==> config.mk <==
export PLATFORM = sky130hd
export DESIGN_NAME = m4ci_ctrl
export DESIGN_NICKNAME = d
export VERILOG_FILES = /design/src/design/m4ci_pkg.sv /design/src/design/m4ci_ctrl.sv
export SDC_FILE = /design/constraint.sdc
export NUM_CORES = 1
export LEC_CHECK = 0
export ABC_AREA = 1
export BUFFER_PORTS_ARGS = -buffer_cell sky130_fd_sc_hd__buf_2
export CORE_MARGIN = 2
export CORE_UTILIZATION = 52
export DETAILED_ROUTE_END_ITERATION = 16
export PLACE_DENSITY = 0.87
export SLEW_MARGIN = 20
export SYNTH_ARGS = -nofsm -noshare
export SYNTH_HDL_FRONTEND = slang
export SYNTH_SLANG_ARGS = --single-unit
export TNS_END_PERCENT = 50
==> constraint.sdc <==
create_clock -name clk -period 2.7 [get_ports clk]
set_clock_uncertainty 0.05 [all_clocks]
set_input_delay 0.27 -clock clk [delete_from_list [all_inputs] [get_ports clk]]
set_output_delay 0.27 -clock clk [all_outputs]
set_load 0.02 [all_outputs]
==> src/design/m4ci_pkg.sv <==
`default_nettype none
package m4ci_pkg;

    localparam int FRAC_BITS_DEF  = 16;
    localparam int ELEM_WIDTH_DEF = 32;
    localparam int N_ELEM         = 16;
    localparam int IDX_W          = 4;
    localparam int VALUE_W        = 32;
    localparam int CHUNK_W        = 32;
    localparam int CHUNK_IDX_W    = 2;
    localparam int N_TERM         = 6;
    localparam int TERM_W         = 3;

    localparam logic ACT_LOAD   = 1'b0;
    localparam logic ACT_INVERT = 1'b1;

    typedef struct packed {
        logic               action;
        logic [IDX_W-1:0]   element_index;
        logic [VALUE_W-1:0] element_value;
    } item_t;

    typedef struct packed {
        logic [IDX_W-1:0]   out_index;
        logic [VALUE_W-1:0] out_value;
        logic               singular;
        logic               last_element;
    } result_t;

    typedef enum logic [3:0] {
        OP_NONE,
        OP_LOAD,
        OP_START,
        OP_LATCH_X,
        OP_MUL_XY,
        OP_MUL_LO,
        OP_MUL_HI,
        OP_ACC_HI,
        OP_COF_WR,
        OP_M_LATCH,
        OP_DET_MUL,
        OP_DET_ACC,
        OP_DET_CHK,
        OP_DIV_LD,
        OP_DIV_STEP,
        OP_EMIT
    } dp_op_t;

    typedef struct packed {
        dp_op_t                 op;
        logic [IDX_W-1:0]       mat_addr;
        logic [IDX_W-1:0]       cof_addr;
        logic                   first_term;
        logic                   negate;
        logic [CHUNK_IDX_W-1:0] chunk;
        logic [IDX_W-1:0]       emit_index;
    } dp_cmd_t;

    typedef struct packed {
        logic det_zero;
    } dp_status_t;

    function automatic int chunk_count(int ew);
        return (3 * ew + 2 + CHUNK_W - 1) / CHUNK_W;
    endfunction

    // column of the 3x3 minor used by one slot of one permutation term
    function automatic logic [1:0] perm_col(logic [TERM_W-1:0] term, logic [1:0] slot);
        logic [5:0] p;
        unique case (term)
            3'd0:    p = {2'd2, 2'd1, 2'd0};
            3'd1:    p = {2'd0, 2'd2, 2'd1};
            3'd2:    p = {2'd1, 2'd0, 2'd2};
            3'd3:    p = {2'd1, 2'd2, 2'd0};
            3'd4:    p = {2'd2, 2'd0, 2'd1};
            3'd5:    p = {2'd0, 2'd1, 2'd2};
            default: p = {2'd2, 2'd1, 2'd0};
        endcase
        return p[slot*2 +: 2];
    endfunction

    // cofactor (r, c) takes the minor without row c and column r
    function automatic logic [IDX_W-1:0] minor_addr(logic [IDX_W-1:0] cof,
                                                    logic [TERM_W-1:0] term,
                                                    logic [1:0] slot);
        logic [1:0] r;
        logic [1:0] c;
        logic [1:0] row;
        logic [1:0] j;
        logic [1:0] col;
        r   = cof[3:2];
        c   = cof[1:0];
        row = slot + {1'b0, (slot >= c)};
        j   = perm_col(term, slot);
        col = j + {1'b0, (j >= r)};
        return {row, col};
    endfunction

endpackage
`default_nettype wire

==> src/design/m4ci_ctrl.sv <==
`default_nettype none
module m4ci_ctrl import m4ci_pkg::*; #(
    parameter int ELEM_WIDTH = ELEM_WIDTH_DEF
) (
    input  wire logic       clk,
    input  wire logic       rst_n,
    input  wire logic       start,
    input  wire item_t      item,
    input  wire dp_status_t status,
    output dp_cmd_t         cmd,
    output logic            busy,
    output logic            result_strobe
);

    localparam int N_CHUNK = chunk_count(ELEM_WIDTH);
    localparam int STEP_W  = $clog2(ELEM_WIDTH + 1);

    typedef enum logic [4:0] {
        ST_IDLE,
        ST_T_AX,
        ST_T_AY,
        ST_T_AZ,
        ST_T_M1,
        ST_T_M2,
        ST_T_M3,
        ST_C_WR,
        ST_D_LD,
        ST_D_MUL,
        ST_D_ACC,
        ST_D_CHK,
        ST_E_SEL,
        ST_S_RD,
        ST_S_OUT,
        ST_V_RD,
        ST_V_LD,
        ST_V_IT,
        ST_V_OUT
    } state_t;

    state_t                 state_reg, state_next;
    logic [IDX_W-1:0]       cof_reg, cof_next;
    logic [TERM_W-1:0]      term_reg, term_next;
    logic [CHUNK_IDX_W-1:0] chunk_reg, chunk_next;
    logic [IDX_W-1:0]       emit_reg, emit_next;
    logic [STEP_W-1:0]      step_reg, step_next;
    logic                   busy_reg;
    logic                   strobe_reg;

    logic last_cof;
    logic last_emit;
    logic term_neg;

    assign last_cof  = (cof_reg == IDX_W'(N_ELEM - 1));
    assign last_emit = (emit_reg == IDX_W'(N_ELEM - 1));
    assign term_neg  = (term_reg >= TERM_W'(N_TERM / 2)) ^ cof_reg[2] ^ cof_reg[0];

    always_comb
    begin
        state_next     = state_reg;
        cof_next       = cof_reg;
        term_next      = term_reg;
        chunk_next     = chunk_reg;
        emit_next      = emit_reg;
        step_next      = step_reg;
        cmd.op         = OP_NONE;
        cmd.mat_addr   = '0;
        cmd.cof_addr   = cof_reg;
        cmd.first_term = (term_reg == '0);
        cmd.negate     = term_neg;
        cmd.chunk      = chunk_reg;
        cmd.emit_index = emit_reg;
        unique case (state_reg)
            ST_IDLE:
            begin
                if (start)
                begin
                    if (item.action == ACT_INVERT)
                    begin
                        cmd.op     = OP_START;
                        cof_next   = '0;
                        term_next  = '0;
                        state_next = ST_T_AX;
                    end
                    else
                    begin
                        cmd.op = OP_LOAD;
                    end
                end
            end
            ST_T_AX:
            begin
                cmd.mat_addr = minor_addr(cof_reg, term_reg, 2'd0);
                state_next   = ST_T_AY;
            end
            ST_T_AY:
            begin
                cmd.mat_addr = minor_addr(cof_reg, term_reg, 2'd1);
                cmd.op       = OP_LATCH_X;
                state_next   = ST_T_AZ;
            end
            ST_T_AZ:
            begin
                cmd.mat_addr = minor_addr(cof_reg, term_reg, 2'd2);
                cmd.op       = OP_MUL_XY;
                state_next   = ST_T_M1;
            end
            ST_T_M1:
            begin
                cmd.op     = OP_MUL_LO;
                state_next = ST_T_M2;
            end
            ST_T_M2:
            begin
                cmd.op     = OP_MUL_HI;
                state_next = ST_T_M3;
            end
            ST_T_M3:
            begin
                cmd.op = OP_ACC_HI;
                if (term_reg == TERM_W'(N_TERM - 1))
                begin
                    state_next = ST_C_WR;
                end
                else
                begin
                    term_next  = term_reg + TERM_W'(1);
                    state_next = ST_T_AX;
                end
            end
            ST_C_WR:
            begin
                cmd.op       = OP_COF_WR;
                cmd.mat_addr = IDX_W'(cof_reg[3:2]);
                if (cof_reg[1:0] == 2'd0)
                begin
                    chunk_next = '0;
                    state_next = ST_D_LD;
                end
                else if (last_cof)
                begin
                    state_next = ST_D_CHK;
                end
                else
                begin
                    cof_next   = cof_reg + IDX_W'(1);
                    term_next  = '0;
                    state_next = ST_T_AX;
                end
            end
            ST_D_LD:
            begin
                cmd.op     = OP_M_LATCH;
                state_next = ST_D_MUL;
            end
            ST_D_MUL:
            begin
                cmd.op     = OP_DET_MUL;
                state_next = ST_D_ACC;
            end
            ST_D_ACC:
            begin
                cmd.op = OP_DET_ACC;
                if (chunk_reg == CHUNK_IDX_W'(N_CHUNK - 1))
                begin
                    cof_next   = cof_reg + IDX_W'(1);
                    term_next  = '0;
                    state_next = ST_T_AX;
                end
                else
                begin
                    chunk_next = chunk_reg + CHUNK_IDX_W'(1);
                    state_next = ST_D_MUL;
                end
            end
            ST_D_CHK:
            begin
                cmd.op     = OP_DET_CHK;
                emit_next  = '0;
                state_next = ST_E_SEL;
            end
            ST_E_SEL:
            begin
                state_next = status.det_zero ? ST_S_RD : ST_V_RD;
            end
            ST_S_RD:
            begin
                cmd.mat_addr = emit_reg;
                state_next   = ST_S_OUT;
            end
            ST_S_OUT:
            begin
                cmd.op = OP_EMIT;
                if (last_emit)
                begin
                    state_next = ST_IDLE;
                end
                else
                begin
                    emit_next  = emit_reg + IDX_W'(1);
                    state_next = ST_S_RD;
                end
            end
            ST_V_RD:
            begin
                cmd.cof_addr = emit_reg;
                state_next   = ST_V_LD;
            end
            ST_V_LD:
            begin
                cmd.op     = OP_DIV_LD;
                step_next  = '0;
                state_next = ST_V_IT;
            end
            ST_V_IT:
            begin
                cmd.op = OP_DIV_STEP;
                if (step_reg == STEP_W'(ELEM_WIDTH))
                begin
                    state_next = ST_V_OUT;
                end
                else
                begin
                    step_next = step_reg + STEP_W'(1);
                end
            end
            ST_V_OUT:
            begin
                cmd.op = OP_EMIT;
                if (last_emit)
                begin
                    state_next = ST_IDLE;
                end
                else
                begin
                    emit_next  = emit_reg + IDX_W'(1);
                    state_next = ST_V_RD;
                end
            end
            default:
            begin
                state_next = ST_IDLE;
            end
        endcase
    end

    always_ff @(posedge clk or negedge rst_n)
    begin
        if (!rst_n)
        begin
            state_reg  <= ST_IDLE;
            cof_reg    <= '0;
            term_reg   <= '0;
            chunk_reg  <= '0;
            emit_reg   <= '0;
            step_reg   <= '0;
            busy_reg   <= 1'b0;
            strobe_reg <= 1'b0;
        end
        else
        begin
            state_reg  <= state_next;
            cof_reg    <= cof_next;
            term_reg   <= term_next;
            chunk_reg  <= chunk_next;
            emit_reg   <= emit_next;
            step_reg   <= step_next;
            busy_reg   <= (state_next != ST_IDLE);
            strobe_reg <= (state_reg == ST_S_OUT) || (state_reg == ST_V_OUT);
        end
    end

    assign busy          = busy_reg;
    assign result_strobe = strobe_reg;

endmodule
`default_nettype wire

Word-level counts from Yosys, hierarchy flattened
Index checks and enable logic that the tools add are counted.

Register bits: 26. Input port bits: 41. Output and inout port bits: 22. Logic and storage cells: 120.

Add/subtract/negate cells: 10. Magnitude comparators: 7. Eq/ne operators: 37. Muxes and demuxes: 40. Bitwise operators: 2. Reduce and logical (&&, ||, !) cells: 16.

Operator list (count): $pmux 5 s19 (1); $pmux 4 s14 (1); $mux 4 (13); $eq 5x4->1 const B (8); $pmux 6 s5 (1); $mux 3 (7); $eq 5x3->1 const B (4); $mux 5 (4); $ne 2x2->1 const B (10); $pmux 4 s5 (1); $eq 5x5->1 const B (3); $mux 6 (2); $pmux 3 s4 (1); $pmux 4 s3 (1); $pmux 6 s2 (1); $eq 5x2->1 const B (2); $mux 2 (5); $add 4x1->4 const B (2); $eq 4x4->1 const B (2); $pmux 4 s2 (1); $reduce_and 7->1 (1); $add 2x1->2 (3); $add 6x1->6 const B (1); $eq 3x2->1 const B (2); other kinds (27) (35).

Logic depth before layout (Yosys ltp)
Word-level depth: 6. Depth in mapped cells: 14. Mapped depth without buffers: 14.

Worst setup path after synthesis
OpenSTA, ideal clock, no wires.

Path type: register -> output. From: reg term_reg[0]. To: out cmd[13] in the netlist's numbering. Arrival: 2.290 ns. Required time: 2.380 ns. Slack: 0.090 ns. Cell stages (with the launch flop): 12. Path buffers: 0. Cells stage by stage: dfrtp_1 -> ha_1 -> ha_1 -> a21oi_1 -> a21oi_1 -> ha_1 -> o21ai_0 -> nand2_1 -> ha_1 -> or2_2 -> nand3_1 -> nand4_1.

RTL lines: from (decl) (line m4ci_ctrl.sv:42) `logic [TERM_W-1:0] term_reg, term_next;`; from (signal assigned) (line m4ci_ctrl.sv:263) `term_reg <= term_next;`; to (decl) (line m4ci_ctrl.sv:10) `output dp_cmd_t cmd,`.

==> summary.txt <==
Placement
  – GP Congestion: 0.9970
  – HPWL Detailed: between 4 and 5 mm
  – Post-DP Area: ~0.0024 mm²
  – Port Buf Inserts: 26

Timing
  – Tcrit/Tclk final: 105.3%
  – Final setup violation count: 2
  – RSZ-0062 raised after global routing: true
  – Slew HR: roughly three fifths
  – Worst-Margin Slew: around 0.57 ns
  – Worst Hold Slack: about 0.26 ns
  – Max Clk Rate: approximately 350 MHz
  – Fin worst setup slack: -0.1434 ns
  – Setup TNS: -0.2264 ns
  – Max-slew violation count: 0
  – Final min period: ~2.8 ns
  – Final Hold Vio Count: 0

Critical path
  – Worst setup path class: reg2out
  – Critical path peak fanout: 5
  – RR Startpoint: state_reg[4]
  – CP peak stage delay: about 0.39 ns
  – CP required: 2.38 ns
  – Crit. End Element: output pin
  – Crit-path slowest cell: dfrtp_1
  – WP data arrival: ~2.5 ns
  – R2r endpoint: busy
  – Reg-to-reg setup timing slack: ~0.90 ns
  – Worst Reg-to-Reg Cells: 7
  – Cells along the critical path: inv_1 -> ha_4 -> a21oi_4 -> a21oi_4 -> ha_4 -> o21ai_2 -> nand2_1 -> ha_2 -> or2_4 -> nand3_2 -> nand4_1 -> buf_6
  – Crit start category: register

Global route
  – GRT Util Overall: about a quarter
  – Initial antenna violation count: 0
  – Via count of the first global-routing pass: roughly 2000
  – Aggregate global routing overflow: 0
  – First-pass GRT wire length: 8.528 mm
  – Largest net degree at the start of global routing: 27

Route
  – Post-route ant nets: 0
  – Via-to-Cell Ratio: roughly 5.5
  – Total Wirelength: 5.668 mm
  – Drt wl/cell: around 14 µm
  – Via count: ~2200
  – Initial DRT Pass Iterations: 5
  – DR iter-0 viols: between 150 and 200
  – DRC viols: 0

Layout
  – Share of cells above drive strength 1: roughly 26%
  – Layout area overhead: 23.57%
  – Number of flip-flops in the largest register: 6
  – Diode count: 0
  – Final Cell Area: approximately 0.0027 mm²
  – Final net count: approximately 420
  – Utilization after layout: 66.91%

Clock network
  – CTS tree: done
  – Clk root buf: clkbuf_8
  – Worst skew pair latency: roughly 0.28 ns
  – CTS H-tree lvls: 1
  – Num CTS Buffers: 3
  – CTS max path bufs: 2
  – Worst-path clk slew: 0.09 ns
  – Sink Count: 26

Synth
  – Sequential area share after synthesis: a little under a third
  – Syn_nets: approximately 380
  – Yosys top cell by area: dfrtp_1
  – Synth Register Bits: 26
  – Post-Syn Instances: ~310
  – Unique masters post-synth: 30
  – Top-area cell type share of the netlist area: 30.04%
  – Syn. warnings: 0
  – Synth Cell Area: 0.002166 mm²
  – Mean post-synth cell area: 6.942 µm²
  – Synth top area cells: dfrtp_1 30%, ha_1 13%, nand2_1 12%, inv_1 8.0%, nand3_1 6.9%

Hold path
  – Worst min-delay path class: in2reg
  – Hold_sp: status
  – Worst Hold Endpoint: state_reg[1]
  – Hold Path Depth: 4

Power and ir drop
  – VDD IR-drop max: approximately 240 µV
  – Static leakage: around 0.0015 µW
  – Post-route total power: around 730 µW
  – P per Cell Area: 271.2 mW/mm²

Floorplan
  – Initial core utilization: between 50% and 60%
  – Row count: 23
  – Die Area: between 0.004 and 0.005 mm²
  – Die height: between 60 and 70 µm
  – Top Ports: 63
  – Die span in x: about 69 µm
  – Core area: between 0.004 and 0.005 mm²

Run status
  – Failing checks: setup timing
  – Status: complete, but fails checks

Run
  – # Max-Cap Violations: 0
how the worst max path moves through the flow:
stage	start	endpoint
after global placement	term_reg[0]	cmd[13]
final	term_reg[2]	cmd[13]
after global routing	term_reg[1]	cmd[13]
after CTS	term_reg[1]	cmd[13]
after floorplan	term_reg[0]	cmd[13]
after detailed placement	term_reg[1]	cmd[13]
placed cells by master, fill, tap and decap left out, types with 8 or more instances in the layout:
cell type and instances:
buf_2 24, buf_4 11, inv_1 42, nand2_2 8, nor2_1 27, ha_1 13
o21ai_1 11, nand3_1 29, inv_2 8, nand2_1 68, o21ai_0 13, dfrtp_1 24
layer usage:
layer / up-vias / global-route usage, % / part of all wire (%)
li1: 1101 / - / -
met1: 1024 / 33.09 / 43
met2: 92 / 40.87 / 49
met3: 13 / 1.948 / 6.7
met4: 0 / 7.000 / 1.8
met5: - / 0 / 0
cell families (layout without fill, tap and decap cells):
family,Yosys count,after routing,share of synthesized area [%]
compound gates,46,46,11.90
xor+xnor,7,7,2.831
fa+ha+maj,22,22,12.71
buf+inv,53,95,9.359
flops,26,26,30.04
simple gates,158,158,33.16
critical path: cells and delay by family, from the launching register on:
family	cells	cell delay, ns
buf+inv	2	0.41
compound gates	3	0.38
fa+ha+maj	3	0.63
flops	1	0.39
simple gates	4	0.45
area by class of cell:
cell class	count	area, µm²
multi-input cells	233	1438
fillers	334	1324
flip-flops and latches	26	653.1
repair buffers	40	257.7
inverters	51	193.9
well taps	50	62.56
clock buffers	3	41.29
clock inverters	1	30.03
per-stage QoR:
step                      setup slack, ns  std cells
after floorplan                   0.08965        312
after global placement           -0.01309        393
after detailed placement         -0.06678        393
after CTS                         -0.1072        403
after global routing              -0.2387        404
final                             -0.1434        404
power breakdown:
group,total [µW],switching (µW),internal (µW)
registers,389,0,389
clock network,325,126,199
logic,12.3,9.04,3.20
total,726,135,591
timing repair:
| item | CTS | global route |
|---|---|---|
| buffers inserted | 5 | 1 |
| resized for setup | 24 | 22 |
| hold buffers | 1 | 0 |
| pin swaps | 10 | 12 |
| endpoints found under the hold margin | 26 | 0 |
| setup endpoints to repair | 2 | 2 |
| gates cloned | 0 | 0 |
cells in the mapped netlist:
cell type   n
buf_4       1
nor2_4      2
nor3_1      5
nand4_1     7
nand3_2     2
o21a_1      1
inv_2       5
dfrtp_1    26
inv_1      46
nor2_1     27
o22ai_1     2
a21o_1      1
ha_1       22
a22oi_1     2
a21oi_1     9
a21boi_0    1
nand3b_1    1
o2111ai_1   1
clkbuf_1    1
nand2_2     5
o21ai_1     7
o211ai_1    2
nand3_1    30
a21oi_2     1
or2_2       1
nand2_1    71
xnor2_1     1
nor2_2      7
xor2_1      6
o21ai_0    19
No activity file was read; power rests on OpenSTA's default activity.
